File: src/sv/hsc_pkg.sv
// shared types and constants for the history stack with cursor
package hsc_pkg;

    localparam int DEPTH      = 16;
    localparam int ENTRY_BITS = 32;
    localparam int IDX_W      = $clog2(DEPTH);
    localparam int CNT_W      = $clog2(DEPTH + 1);

    localparam logic [2:0] MODE_PUSH     = 3'd0;
    localparam logic [2:0] MODE_POP      = 3'd1;
    localparam logic [2:0] MODE_PEEK     = 3'd2;
    localparam logic [2:0] MODE_BACK     = 3'd3;
    localparam logic [2:0] MODE_FORWARD  = 3'd4;
    localparam logic [2:0] MODE_TRUNCATE = 3'd5;
    localparam logic [2:0] MODE_CLEAR    = 3'd6;

    localparam logic [2:0] ST_OK     = 3'd0;
    localparam logic [2:0] ST_EMPTY  = 3'd1;
    localparam logic [2:0] ST_FULL   = 3'd2;
    localparam logic [2:0] ST_OLDEST = 3'd3;
    localparam logic [2:0] ST_NEWEST = 3'd4;

    typedef struct packed {
        logic [2:0]            mode;
        logic [ENTRY_BITS-1:0] entry_value;
    } hsc_in_t;

    typedef struct packed {
        logic [ENTRY_BITS-1:0] result_value;
        logic [2:0]            status;
        logic [CNT_W-1:0]      fill_count;
        logic [IDX_W-1:0]      cursor_position;
    } hsc_out_t;

endpackage

File: src/sv/history_stack_with_cursor_top.sv
// history stack with navigation cursor, top level
//
// usage
//   in channel  : in_valid / in_ready / in_data (mode, entry_value)
//   out channel : out_valid / out_ready / out_data (result_value, status,
//                 fill_count, cursor_position)
//   every input transfer makes exactly one output transfer, in order
// timing
//   an accepted operation updates count and cursor at the accepting edge and
//   reads the entry store there into a registered read port; the result
//   register is loaded from the read stage once it is empty or being drained,
//   and out_valid rises when it is loaded
//   throughput is one operation per cycle while out_ready is high, set by the
//   single read and single write port of the 16 x 32 entry store
// stalls
//   when out_ready is low the result register holds, the read stage can still
//   take one more operation, then in_ready drops until the receiver drains
// reset
//   rst_n clears count, cursor and both valid flags; entry store contents are
//   not cleared, and only entries below the count ever reach result_value
module history_stack_with_cursor_top
    import hsc_pkg::*;
(
    input  logic     clk,
    input  logic     rst_n,
    input  logic     in_valid,
    output logic     in_ready,
    input  hsc_in_t  in_data,
    output logic     out_valid,
    input  logic     out_ready,
    output hsc_out_t out_data
);

    // where the result word comes from
    typedef enum logic [1:0] {
        SRC_ZERO = 2'd0,
        SRC_VAL  = 2'd1,
        SRC_MEM  = 2'd2
    } src_t;

    // entry store, one write and one registered read per cycle
    logic [ENTRY_BITS-1:0] mem [DEPTH];

    // architectural state
    logic [CNT_W-1:0] cnt_reg, cnt_next;
    logic [IDX_W-1:0] cur_reg, cur_next;

    // read stage
    logic                  a_valid_reg;
    logic                  a_zero_reg;
    logic [ENTRY_BITS-1:0] a_data_reg;
    logic [2:0]            a_status_reg;
    logic [CNT_W-1:0]      a_cnt_reg;
    logic [IDX_W-1:0]      a_cur_reg;

    // result register
    logic     b_valid_reg;
    hsc_out_t b_data_reg;

    logic                  accept;
    logic                  a_move;
    logic                  empty;
    logic                  full;
    logic [CNT_W-1:0]      cnt_m1;
    logic [CNT_W-1:0]      cur_ext;
    logic [CNT_W-1:0]      cur_p1;
    logic [IDX_W-1:0]      rd_addr;
    logic                  wr_en;
    logic [2:0]            status;
    src_t                  src;

    assign a_move   = a_valid_reg && (!b_valid_reg || out_ready);
    assign in_ready = !a_valid_reg || a_move;
    assign accept   = in_valid && in_ready;

    assign empty   = (cnt_reg == '0);
    assign full    = (cnt_reg == CNT_W'(DEPTH));
    assign cnt_m1  = cnt_reg - CNT_W'(1);
    assign cur_ext = CNT_W'(cur_reg);
    assign cur_p1  = cur_ext + CNT_W'(1);

    // operation decode, all from the current count and cursor
    always_comb
    begin
        cnt_next = cnt_reg;
        cur_next = cur_reg;
        rd_addr  = cur_reg;
        wr_en    = 1'b0;
        status   = ST_OK;
        src      = SRC_ZERO;
        case (in_data.mode)
            MODE_PUSH:
            begin
                if (full)
                begin
                    status = ST_FULL;
                end
                else
                begin
                    wr_en    = 1'b1;
                    cur_next = cnt_reg[IDX_W-1:0];
                    cnt_next = cnt_reg + CNT_W'(1);
                    src      = SRC_VAL;
                end
            end
            MODE_POP:
            begin
                if (empty)
                begin
                    status = ST_EMPTY;
                end
                else
                begin
                    cnt_next = cnt_m1;
                    rd_addr  = cnt_m1[IDX_W-1:0];
                    src      = SRC_MEM;
                    // clamp a cursor left above the new top
                    if (cnt_m1 == '0)
                    begin
                        cur_next = '0;
                    end
                    else if (cur_p1 >= cnt_reg)
                    begin
                        cur_next = IDX_W'(cnt_m1 - CNT_W'(1));
                    end
                end
            end
            MODE_PEEK:
            begin
                if (empty)
                begin
                    status = ST_EMPTY;
                end
                else
                begin
                    rd_addr = cnt_m1[IDX_W-1:0];
                    src     = SRC_MEM;
                end
            end
            MODE_BACK:
            begin
                if (empty)
                begin
                    status = ST_EMPTY;
                end
                else
                begin
                    src = SRC_MEM;
                    if (cur_reg == '0)
                    begin
                        status = ST_OLDEST;
                    end
                    else
                    begin
                        cur_next = cur_reg - IDX_W'(1);
                        rd_addr  = cur_reg - IDX_W'(1);
                    end
                end
            end
            MODE_FORWARD:
            begin
                if (empty)
                begin
                    status = ST_EMPTY;
                end
                else
                begin
                    src = SRC_MEM;
                    if (cur_p1 >= cnt_reg)
                    begin
                        status = ST_NEWEST;
                    end
                    else
                    begin
                        cur_next = cur_p1[IDX_W-1:0];
                        rd_addr  = cur_p1[IDX_W-1:0];
                    end
                end
            end
            MODE_TRUNCATE:
            begin
                if (empty)
                begin
                    status = ST_EMPTY;
                end
                else
                begin
                    cnt_next = cur_p1;
                    src      = SRC_MEM;
                end
            end
            MODE_CLEAR:
            begin
                cnt_next = '0;
                cur_next = '0;
            end
            default:
            begin
                status = ST_OK;
            end
        endcase
    end

    // entry store write and registered read
    always_ff @(posedge clk)
    begin
        if (accept && wr_en)
        begin
            mem[cnt_reg[IDX_W-1:0]] <= in_data.entry_value;
        end
        if (accept)
        begin
            if (src == SRC_VAL)
            begin
                a_data_reg <= in_data.entry_value;
            end
            else
            begin
                a_data_reg <= mem[rd_addr];
            end
            a_zero_reg   <= (src == SRC_ZERO);
            a_status_reg <= status;
            a_cnt_reg    <= cnt_next;
            a_cur_reg    <= cur_next;
        end
        if (a_move)
        begin
            b_data_reg.result_value    <= a_zero_reg ? '0 : a_data_reg;
            b_data_reg.status          <= a_status_reg;
            b_data_reg.fill_count      <= a_cnt_reg;
            b_data_reg.cursor_position <= a_cur_reg;
        end
    end

    // control state
    always_ff @(posedge clk or negedge rst_n)
    begin
        if (!rst_n)
        begin
            cnt_reg     <= '0;
            cur_reg     <= '0;
            a_valid_reg <= 1'b0;
            b_valid_reg <= 1'b0;
        end
        else
        begin
            if (accept)
            begin
                cnt_reg <= cnt_next;
                cur_reg <= cur_next;
            end
            if (accept)
            begin
                a_valid_reg <= 1'b1;
            end
            else if (a_move)
            begin
                a_valid_reg <= 1'b0;
            end
            if (a_move)
            begin
                b_valid_reg <= 1'b1;
            end
            else if (out_ready)
            begin
                b_valid_reg <= 1'b0;
            end
        end
    end

    assign out_valid = b_valid_reg;
    assign out_data  = b_data_reg;

    // cursor always points at a held entry, or rests at zero when empty
    a_cursor_in_range: assert property (@(posedge clk) disable iff (!rst_n)
        (cnt_reg == '0 && cur_reg == '0) || (CNT_W'(cur_reg) < cnt_reg))
        else $error("cursor outside held entries");

    // count never exceeds the store depth
    a_count_bound: assert property (@(posedge clk) disable iff (!rst_n)
        cnt_reg <= CNT_W'(DEPTH))
        else $error("count above depth");

    // a full read stage with a stalled result register blocks new input
    a_stall_blocks: assert property (@(posedge clk) disable iff (!rst_n)
        (a_valid_reg && b_valid_reg && !out_ready) |-> !in_ready)
        else $error("input taken while both stages held");

    // a stage handed to the result register shows up as a valid result
    a_move_valid: assert property (@(posedge clk) disable iff (!rst_n)
        a_move |=> b_valid_reg)
        else $error("result lost on stage move");

endmodule
File: config.mk
export PLATFORM = sky130hd
export DESIGN_NAME = history_stack_with_cursor_top
export DESIGN_NICKNAME = d
export VERILOG_FILES = /design/src/sv/hsc_pkg.sv /design/src/sv/history_stack_with_cursor_top.sv
export SDC_FILE = /design/constraint.sdc
export NUM_CORES = 1
export LEC_CHECK = 0
export CORE_ASPECT_RATIO = 0.8
export CORE_UTILIZATION = 60
export CTS_BUF_LIST = sky130_fd_sc_hd__clkbuf_2
export CTS_CLUSTER_DIAMETER = 40
export DETAILED_ROUTE_END_ITERATION = 10
export DONT_BUFFER_PORTS = 1
export GPL_TIMING_DRIVEN = 0
export PLACE_DENSITY = 0.73
export SYNTH_ARGS = -nofsm -noshare
export SYNTH_HDL_FRONTEND = slang
export SYNTH_SLANG_ARGS = --single-unit
export TNS_END_PERCENT = 20
File: constraint.sdc
create_clock -name clk -period 6.3 [get_ports clk]
set_input_delay 1.26 -clock clk [delete_from_list [all_inputs] [get_ports clk]]
set_output_delay 1.26 -clock clk [all_outputs]
set_load 0.005 [all_outputs]
# Word-level counts from Yosys, hierarchy flattened

Memory sizes are Yosys's and may differ from the RTL's.
Cells that the tools add are included.

Memories kept: 1
Word-level logic and storage cells: 79
Input port bits: 39
Output and inout bits: 46
Latch bits: 0
ROM bits: 0
Register bits: 100
Memory bits (writable): 512

Memories:

| name | depth | bits a word | rd ports | clocked after memory_dff | write ports | RTL line                            | source |
|---|---|---|---|---|---|---|---|
| mem  | 16    | 32          | 1        | 0                        | 1           | history_stack_with_cursor_top.sv:42 | `logic [ENTRY_BITS-1:0] mem [DEPTH];` |

Add/subtract/negate cells: 5
Reduce and logical (&&, ||, !) cells: 17
Bitwise gates (word level): 0
Shift operators: 0
Divide/modulo/power cells: 0
Order comparisons: 1
Multiply operators: 0
Equality and inequality tests: 8
Mux-type cells: 34

Operators with widths:

| cell                | number |
|---|---|
| $mux 4              | 9 |
| $mux 32             | 1 |
| $pmux 4 s5          | 1 |
| $pmux 5 s4          | 1 |
| $mux 5              | 3 |
| $pmux 3 s4          | 1 |
| $pmux 4 s3          | 1 |
| $logic_not 5->1     | 2 |
| $mux 1              | 10 |
| $eq 3x3->1 const B  | 3 |
| $mux 2              | 4 |
| $sub 4x1->4 const B | 2 |
| $eq 3x2->1 const B  | 2 |
| $mux 3              | 2 |
| $add 4x1->5 const B | 1 |
| $add 5x1->5 const B | 1 |
| $eq 5x5->1 const B  | 1 |
| $ge 5x5->1          | 1 |
| $reduce_or 5->1     | 1 |
| $sub 5x1->5 const B | 1 |
| $logic_not 4->1     | 1 |
| $pmux 2 s2          | 1 |
| $reduce_bool 2->1   | 2 |
| $eq 3x1->1 const B  | 1 |
| 8 further kinds     | 12 |

# Longest topological paths before layout

Gate-level depths: netlist of the first run.

Depth after elaboration: 8
Mapped depth: 16
Gate-level depth less buffers: 12

# Worst setup path after synthesis of the first run

Ideal clock, no wire load.

Path type: input to register
Start point: input port in_data[32] in the netlist's numbering
End point: memory mem[3][0] (enable)
Data required time: 5.839 ns
Path slack: 1.039 ns
Arrival time: 4.800 ns
Stages on the path: 7
Path through: clkbuf_1 > or3_1 > nor2b_1 > clkbuf_1 > and2_1 > nand2_1 > nor3_1

Word-level cells in the longest chain between the ends: 5

Ends and longest elaborated chain:

| what                         | RTL line                             | source |
|---|---|---|
| start: declaration           | history_stack_with_cursor_top.sv:28  | `input hsc_in_t in_data,` |
| $logic_not 3->1              | history_stack_with_cursor_top.sv:91  | `case (in_data.mode)` |
| $mux 1                       | history_stack_with_cursor_top.sv:91  |  |
| $logic_and 1x1->1            | history_stack_with_cursor_top.sv:207 | `if (accept && wr_en)` |
| $mux 1                       | history_stack_with_cursor_top.sv:207 |  |
| $mux 1 (not written as such) | history_stack_with_cursor_top.sv:209 | `mem[cnt_reg[IDX_W-1:0]] <= in_data.entry_value;` |
| end: declaration             | history_stack_with_cursor_top.sv:42  |  |

No other way between the ends.

# Worst setup path in the final report of the first run

Start point: register cur_reg[0]
End point: register a_data_reg[24], data pin

Word-level cells in the longest chain between the ends: 7

Ends and longest elaborated chain:

| what                     | RTL line                             | source |
|---|---|---|
| start: declaration       | history_stack_with_cursor_top.sv:46  | `logic [IDX_W-1:0] cur_reg, cur_next;` |
| start signal: assignment | history_stack_with_cursor_top.sv:250 | `cur_reg <= cur_next;` |
| $add 4x1->5              | history_stack_with_cursor_top.sv:80  | `assign cur_p1 = cur_ext + CNT_W'(1);` |
| $ge 5x5->1               | history_stack_with_cursor_top.sv:169 | `if (cur_p1 >= cnt_reg)` |
| $mux 4                   | history_stack_with_cursor_top.sv:169 |  |
| $mux 4                   | history_stack_with_cursor_top.sv:162 | `if (empty)` |
| $pmux 4 s3 (*)           | history_stack_with_cursor_top.sv:91  |  |
| $mem_v2 16x32 (*)        | --                                   |  |
| $mux 32 (*)              | history_stack_with_cursor_top.sv:213 | `if (src == SRC_VAL)` |
| end signal: assignment   | history_stack_with_cursor_top.sv:215 | `a_data_reg <= in_data.entry_value;` |
| end signal: assignment   | history_stack_with_cursor_top.sv:219 | `a_data_reg <= mem[rd_addr];` |
| end: declaration         | history_stack_with_cursor_top.sv:51  | `logic [ENTRY_BITS-1:0] a_data_reg;` |

Every way passes the cells marked *; elsewhere a longest branch is shown, timed or not.
A chain may end at the register's enable or synchronous reset.

==> results of run 1 <==
[layout by cell type, fill, tap and decap left out, types with 35 or more instances in the layout]
master | synthesis | final
nand3_1 | 104 | 104
edfxtp_1 | 601 | 601
a21oi_1 | 51 | 51
clkbuf_1 | 46 | 45
mux2i_1 | 35 | 35
clkbuf_2 | 0 | 212
a2bb2oi_1 | 61 | 61
nand2_1 | 389 | 389
buf_2 | 45 | 45
[cell type report]
type | count | share of cell area (%)
Sequential cell | 612 | 66.8
Multi-Input combinational cell | 1004 | 21.9
Clock buffer | 212 | 3.87
Tap cell | 544 | 2.48
Buffer | 121 | 2.35
Timing Repair Buffer | 27 | 1.77
Clock inverter | 35 | 0.716
Inverter | 9 | 0.123
Antenna cell | 3 | 0.0274
[power breakdown]
part | internal (mW) | switching [mW] | leakage [nW]
logic | 1.89 | 3.98 | 2.75
registers | 4.85 | 0.111 | 5.61
clock network | 0.973 | 1.54 | 0.977
[cells by family (layout without fill, tap and decap cells)]
logic type,count (synthesis),after routing,share of synthesized area [%]
flops,612,612,73.6
compound gates,327,327,9.99
mux,45,45,1.86
buf+inv,130,404,2.71
simple gates,610,610,10.8
fa+ha+maj,13,13,0.654
xor+xnor,9,9,0.317
other cells,0,3,0
[final timing paths]
path,startpoint,end,depth (start not counted)
setup / recovery,cur_reg[0],a_data_reg[24],14
hold / removal,in_data[23],mem[7][23],0
setup reg to reg,cur_reg[0],a_data_reg[24],14
hold reg to reg,a_status_reg[1],out_data[10],0
max in group asynchronous,rst_n,cnt_reg[0],1
min in group asynchronous,rst_n,cur_reg[1],1
[cell usage after synthesis, types with 31 or more instances]
| cell | count | share of area (%) |
|---|---|---|
| nand2_1 | 389 | 5.9 |
| o221ai_1 | 32 | 1.1 |
| a21oi_1 | 51 | 1.0 |
| buf_2 | 45 | 0.90 |
| a2bb2oi_1 | 61 | 2.1 |
| nor2b_1 | 34 | 0.85 |
| a32oi_1 | 33 | 1.2 |
| edfxtp_1 | 601 | 73 |
| nand3_1 | 104 | 2.1 |
| a31oi_1 | 34 | 0.85 |
| o2111ai_1 | 31 | 1.1 |
| clkbuf_1 | 46 | 0.69 |
| mux2i_1 | 35 | 1.4 |
[critical path: cells and delay by family, from the launching register on]
kind,cells,cell delay (ns)
fa+ha+maj,2,0.65
buf+inv,3,1.25
flops,1,0.42
compound gates,5,1.50
simple gates,4,1.01
[routing by layer]
layer / routed length (µm) / vias up / part of all wire (%) / GRT usage (%)
met2: 29000 / 980 / 45 / 46.3
li1: - / 7108 / - / -
met3: 7650 / 112 / 12 / 9.17
met5: 0 / - / 0 / 0
met4: 1570 / 0 / 2.5 / 11.9
met1: 26000 / 7700 / 40 / 42.7
[per-stage QoR]
step / hold WS [ns] / TNS, ns / power [mW] / area (µm²) / std cells
2_1_floorplan: 0.400 / 0 / 8.83 / 24900 / 1746
6_report: 0.172 / 0 / 13.4 / 27400 / 2567
3_5_place_dp: 0.405 / 0 / 10.8 / 26200 / 2316
5_1_grt: 0.0627 / 0 / 14.0 / 27400 / 2567
3_3_place_gp: 0.401 / -390.89 / 10.7 / 25600 / 2290
4_1_cts: 0.0860 / 0 / 13.3 / 27400 / 2564
==> out/metrics.csv, run 1 <==
stage;metric;value;unit
drt;vias_per_cell;6.19;
status;outcome;completed;
place;io_buffer_count;0;
clock_network;post-cts-setup-buffer-count;0;
sta;relSlewSlack;33.5;%
synth;synth-edff-count;601;
drt;ant_nets;0;
clock_network;ctsHoldBuffers;1;
place;gp_congestion;0.918;
global_routing;grt.overflow.total;0;
layout;regArea;18300;µm²
sta;fmax;193;MHz
sta;setup_violations;0;
sta;rsz0062_at_grt;no;
synth;ys_types;71;
synth;synth_area;24900;µm²
synth;async_flop_share;1.80;%
setup_path;crit_path_end_kind;flip-flop;
layout;final_layout_size_suffix_gt1_share;19.2;%
drt;dr.pass1.iters;9;
setup_path;crit_fanout;10;
setup_path;worstSetupPathType;flip-flop to flip-flop;
synth;syn_area_per_cell;14.3;µm²
clock_network;clk_pin_slew;0.12;ns
global_routing;grt_max_degree;55;
place;dp_hpwl;41.8;mm
clock_network;cts_tree;done;
synth;synth_nets;1798;
synth;ys_seq_area_share;73.6;%
job;max_cap_viol_count;0;
layout;n_fill_cell;2905;
setup_path;worst_ep_required_time;7.15;ns
die;core;40800;µm²
die;initial_utilization;61.0;%
setup_path;cpPeakStageDelay;0.68;ns
layout;nNetsFinal;1971;
power_and_ir_drop;leakage;9.34;nW
place;pre_cts_slack;1.32;ns
synth;yosys_warnings;0;
clock_network;clockBufferDepth;3;
drt;drc;0;
layout;largest_register_ffs;512;
clock_network;cts_root_buf;clkbuf_2;
sta;min_period;5.17;ns
die;die_height;184;µm
power_and_ir_drop;ir_drop;0.000335;V
drt;vias;15900;
drt;wl_per_cell;25.0;µm
min_path;hp-class;input pin to flip-flop;
synth;ys.flop_type;edfxtp_1;
setup_path;slowest_stage;clkbuf_1;
die;die_w;230;µm
drt;drtIter0Drc;2066;
layout;multiInputGateArea;6000;µm²
clock_network;insertion_delay;1.18;ns
die;pin_count;85;
sta;period_share;82.0;%
synth;yosys_register_bits;612;
layout;area_growth;10.2;%
sta;finalMaxSlewViolations;0;
setup_path;start_kind;flip-flop;
sta;hold_viol;0;
power_and_ir_drop;powerDensity;487;nW/µm²
sta;clock_skew;0.114;ns
global_routing;grt_pass1_wl;94.4;mm
global_routing;grtUsageTotal;30.8;%
setup_path;critPathArrivalTime;6.02;ns
synth;syn_inst;1746;
die;die-area;42300;µm²
layout;utilization;67.2;%
clock_network;cts_sinks;612;
drt;finalWirelength;64.2;mm
global_routing;grt_pass1_vias;15800;
setup_path;path_cells;clkbuf_1 > inv_1 > ha_1 > ha_1 > a211oi_1 > o21a_1 > o211ai_1 > o311ai_1 > nor2_4 > nor2_1 > clkbuf_1 > nand3_1 > o2111ai_1 > nand3_1;
clock_network;cts_max_level;4;
global_routing;antenna_found_initial;2;
clock_network;cts_resized;0;
sta;tightest_slew;0.996;ns
clock_network;cts_made_buffers;144;
setup_path;regToRegSetupSlack;1.13;ns
die;num_rows;66;
sta;worst_slack;1.13;ns
No activity file was read; power rests on OpenSTA's default activity.
==> run 2: changes to the inputs <==
--- a/config.mk
+++ b/config.mk
@@ -5,6 +5,7 @@
 export SDC_FILE = /design/constraint.sdc
 export NUM_CORES = 1
 export LEC_CHECK = 0
+export ABC_AREA = 1
 export CORE_ASPECT_RATIO = 0.8
 export CORE_UTILIZATION = 60
 export CTS_BUF_LIST = sky130_fd_sc_hd__clkbuf_2
@@ -12,7 +13,7 @@
 export DETAILED_ROUTE_END_ITERATION = 10
 export DONT_BUFFER_PORTS = 1
 export GPL_TIMING_DRIVEN = 0
-export PLACE_DENSITY = 0.73
+export PLACE_DENSITY = 0.76
 export SYNTH_ARGS = -nofsm -noshare
 export SYNTH_HDL_FRONTEND = slang
 export SYNTH_SLANG_ARGS = --single-unit
==> constraint.sdc (replaced) <==
create_clock -name clk -period 4.37 [get_ports clk]
set_input_delay 0.874 -clock clk [delete_from_list [all_inputs] [get_ports clk]]
set_output_delay 0.874 -clock clk [all_outputs]
set_load 0.005 [all_outputs]
==> out/metrics.csv, run 2 <==
stage;metric;value;unit;change
drt;drc;0;;unchanged
setup_path;worst_ep_required_time;5.21;ns;-1.94 ns
sta;period_share;96.3;%;+14 points
setup_path;critPathArrivalTime;5.05;ns;-0.97 ns
power_and_ir_drop;ir_drop;0.000293;V;-13%
setup_path;start_kind;flip-flop;;
place;gp_congestion;0.910;;-0.83%
layout;nNetsFinal;2830;;+44%
synth;synthTopCellsByArea;edfxtp_1 66%, nand3_1 11%, nand2_1 8.1%;;
synth;async_flop_share;1.80;%;unchanged
layout;mostFrequentLayoutCells;601 x edfxtp_1, 599 x nand3_1, 590 x nand2_1;;
power_and_ir_drop;leakage;12.8;nW;+37%
power_and_ir_drop;swShare;41.4;%;-0.85 points
layout;instances_no_fill;3474;;+35%
power_and_ir_drop;p_seq_share;40.5;%;+3.3 points
die;die_height;193;µm;+4.6%
clock_network;cts_sinks;612;;unchanged
power_and_ir_drop;power.internal;10.2;mW;+33%
synth;ys.flop_type;edfxtp_1;;
clock_network;cts_tree;done;;
synth;ys_types;41;;-42%
die;pin_count;85;;unchanged
synth;synth_nets;2626;;+46%
synth;yosysMostFrequentCell;edfxtp_1;;
synth;synth_compound_area_share;1.26;%;-8.7 points
place;dp_hpwl;51.7;mm;+24%
synth;synth-edff-count;601;;unchanged
synth;synth_top_area_share;66.2;%;-6.3 points
synth;synth_top_family_by_area;simple AND/OR/NAND/NOR gates;;
drt;wl_per_cell;22.0;µm;-12%
synth;syn_area_per_cell;10.6;µm²;-26%
global_routing;grt_pass1_vias;19300;;+23%
synth;synth_area;27300;µm²;+9.6%
power_and_ir_drop;power.share.combinational;38.4;%;-5.6 points
place;pre_cts_slack;0.00199;ns;-1.32 ns
setup_path;crit_path_end_kind;flip-flop;;
setup_path;path_common_cell;nand2_1;;
synth;synthMuxAreaShare;0;%;-1.9 points
die;num_rows;69;;+4.5%
setup_path;path_cells;clkbuf_2 > inv_1 > ha_1 > nand2_1 > nor2_1 > inv_1 > nand2_1 > nor2_1 > nand2_1 > nor2_4 > buf_16;;
layout;n_fill_cell;3302;;+14%
synth;synth-adder-area-share;0.596;%;-0.057 points
setup_path;crit_start;cnt_reg[0];;
power_and_ir_drop;powerDensity;576;nW/µm²;+18%
sta;worst_slack;0.162;ns;-0.970 ns
sta;hold-worst-slack;0.0522;ns;-0.120 ns
sta;hold_viol;0;;unchanged
drt;finalWirelength;76.5;mm;+19%
place;dp_cells;3195;;+38%
place;io_buffer_count;0;;unchanged
power_and_ir_drop;pwr-share-clk;21.1;%;+2.3 points
layout;final_common_cell;edfxtp_1;;
layout;regArea;18300;µm²;about the same
drt;vias;20300;;+28%
drt;ant_nets;0;;unchanged
power_and_ir_drop;p_sw;7.22;mW;+28%
sta;min_period;4.21;ns;-0.960 ns
global_routing;grt_max_degree;39;;-29%
setup_path;crit_fanout;18;;+8
synth;synthXorXnorAreaFrac;0.257;%;-0.060 points
layout;largest_register_ffs;512;;unchanged
global_routing;grtUsageTotal;34.2;%;+3.4 points
global_routing;grt.overflow.total;0;;unchanged
sta;rsz0062_at_grt;no;;
die;die-area;46300;µm²;+9.5%
status;outcome;completed;;
drt;dr.pass1.iters;8;;-1
layout;multiInputGateArea;6850;µm²;+14%
synth;synth_top_cell_by_area;edfxtp_1;;
synth;yosys.area_share.simple;22.4;%;+12 points
global_routing;antenna_found_initial;6;;+4
die;die_w;240;µm;+4.6%
layout;final_layout_size_suffix_gt1_share;14.0;%;-5.2 points
die;core;44600;µm²;+9.4%
synth;yosys_register_bits;612;;unchanged
setup_path;cpPeakStageDelay;0.62;ns;-0.06 ns
min_path;hold_start;in_data[23];;
die;initial_utilization;61.1;%;+0.092 points
synth;yosys_warnings;0;;unchanged
power_and_ir_drop;power;17.5;mW;+31%
drt;vias_per_cell;5.84;;-5.7%
clock_network;insertion_delay;1.21;ns;+0.03 ns
sta;setup_violations;0;;unchanged
setup_path;worstSetupPathType;flip-flop to flip-flop;;
setup_path;slowest_stage;nor2_4;;
clock_network;cts_max_level;4;;unchanged
drt;drtIter0Drc;2622;;+27%
synth;ys_seq_area_share;67.2;%;-6.4 points
clock_network;clk_pin_slew;0.10;ns;-0.02 ns
clock_network;cts_made_buffers;144;;unchanged
sta;clock_skew;0.0827;ns;-0.0308 ns
global_routing;grt_pass1_wl;115;mm;+22%
layout;area_growth;11.1;%;
clock_network;cts_root_buf;clkbuf_2;;
sta;relSlewSlack;29.2;%;-4.3 points
synth;synth_common_cells;601 x edfxtp_1, 599 x nand3_1, 590 x nand2_1;;
synth;syn_inst;2574;;+47%
sta;fmax;238;MHz;+23%
setup_path;worstReg2RegStart;cnt_reg[0];;
sta;tightest_slew;1.06;ns;+0.0660 ns
sta;finalMaxSlewViolations;0;;unchanged
min_path;hp-class;input pin to flip-flop;;
clock_network;clockBufferDepth;3;;unchanged
job;max_cap_viol_count;0;;unchanged
[run 2: cell count changes in the layout (fill, tap and decap cells not counted), sizes merged, moves of 38 or more]
cell and delta:
a21oi -65, nand3 +497, nand2 +203, nor2 +40, a2bb2oi -61, buf +38, nand3b +63, inv +380
[run 2: final timing paths]
path	end	slack [ns]	cells after the start
min reg2reg	out_data[5]	0.43	0
max	mem[5][21]	0.16	11
max in group asynchronous	cur_reg[0]	3.68	1
min in group asynchronous	cur_reg[1]	0.15	1
max reg2reg	mem[5][21]	0.16	11
min	a_data_reg[23]	0.05	2
[run 2: timing repair]
item / CTS / global route
hold endpoints to repair: 553 / 0
hold buffers: 36 / 0
endpoints found under the setup margin: 5 / 32
buffers inserted: 0 / 4
cloned: 0 / 0
resized for setup: 3 / 19
[run 2: worst max-delay path: cells and delay by family, from the launching register on]
family	cells	cell delay (ns)
adders and majority gates	1	0.31
DFF	1	0.47
buffers and inverters	4	0.89
and+or+nand+nor	6	2.16
[run 2: metal layers]
layer	track usage [%]	share of wire, %	up-vias
li1	-	-	9125
met1	48.7	40	9574
met2	50.6	44	1404
met3	9.60	14	176
met4	12.1	2.7	6
met5	0	0.050	-
[run 2: area by class of cell]
cell class	instances	area share, %
Clock buffer	202	3.34
Clock inverter	33	0.789
Antenna cell	4	0.0330
Buffer	149	2.64
Multi-Input combinational cell	1419	22.6
Sequential cell	612	60.5
Timing Repair Buffer	58	2.75
Tap cell	603	2.49
Inverter	394	4.89
[run 2: power by group through the flow]
stage	sequential (mW)	clock, mW	combinational [mW]
floorplan	7.14	0	4.10
global placement	7.20	0	6.09
detailed placement	7.19	0	6.28
CTS	7.06	3.70	6.43
global route	7.10	3.98	7.23
finish	7.07	3.68	6.71
[run 2: logic make-up after synthesis]
logic type               count (synthesis)
AO/OA/AOI/OAI                           57
AND/OR/NAND/NOR                       1341
flip-flops                             612
buffers and inverters                  543
adder cells (fa/ha/maj)                 13
XOR/XNOR                                 8
[run 2: metrics by stage]
stage / TNS (ns) / util, % / cell area, µm²
2_1_floorplan: 0 / - / 27300
3_3_place_gp: -632.86 / 62.8 / 28000
3_5_place_dp: 0 / 64.1 / 28600
4_1_cts: 0 / 67.7 / 30200
5_1_grt: 0 / 67.9 / 30300
6_report: 0 / 67.9 / 30300
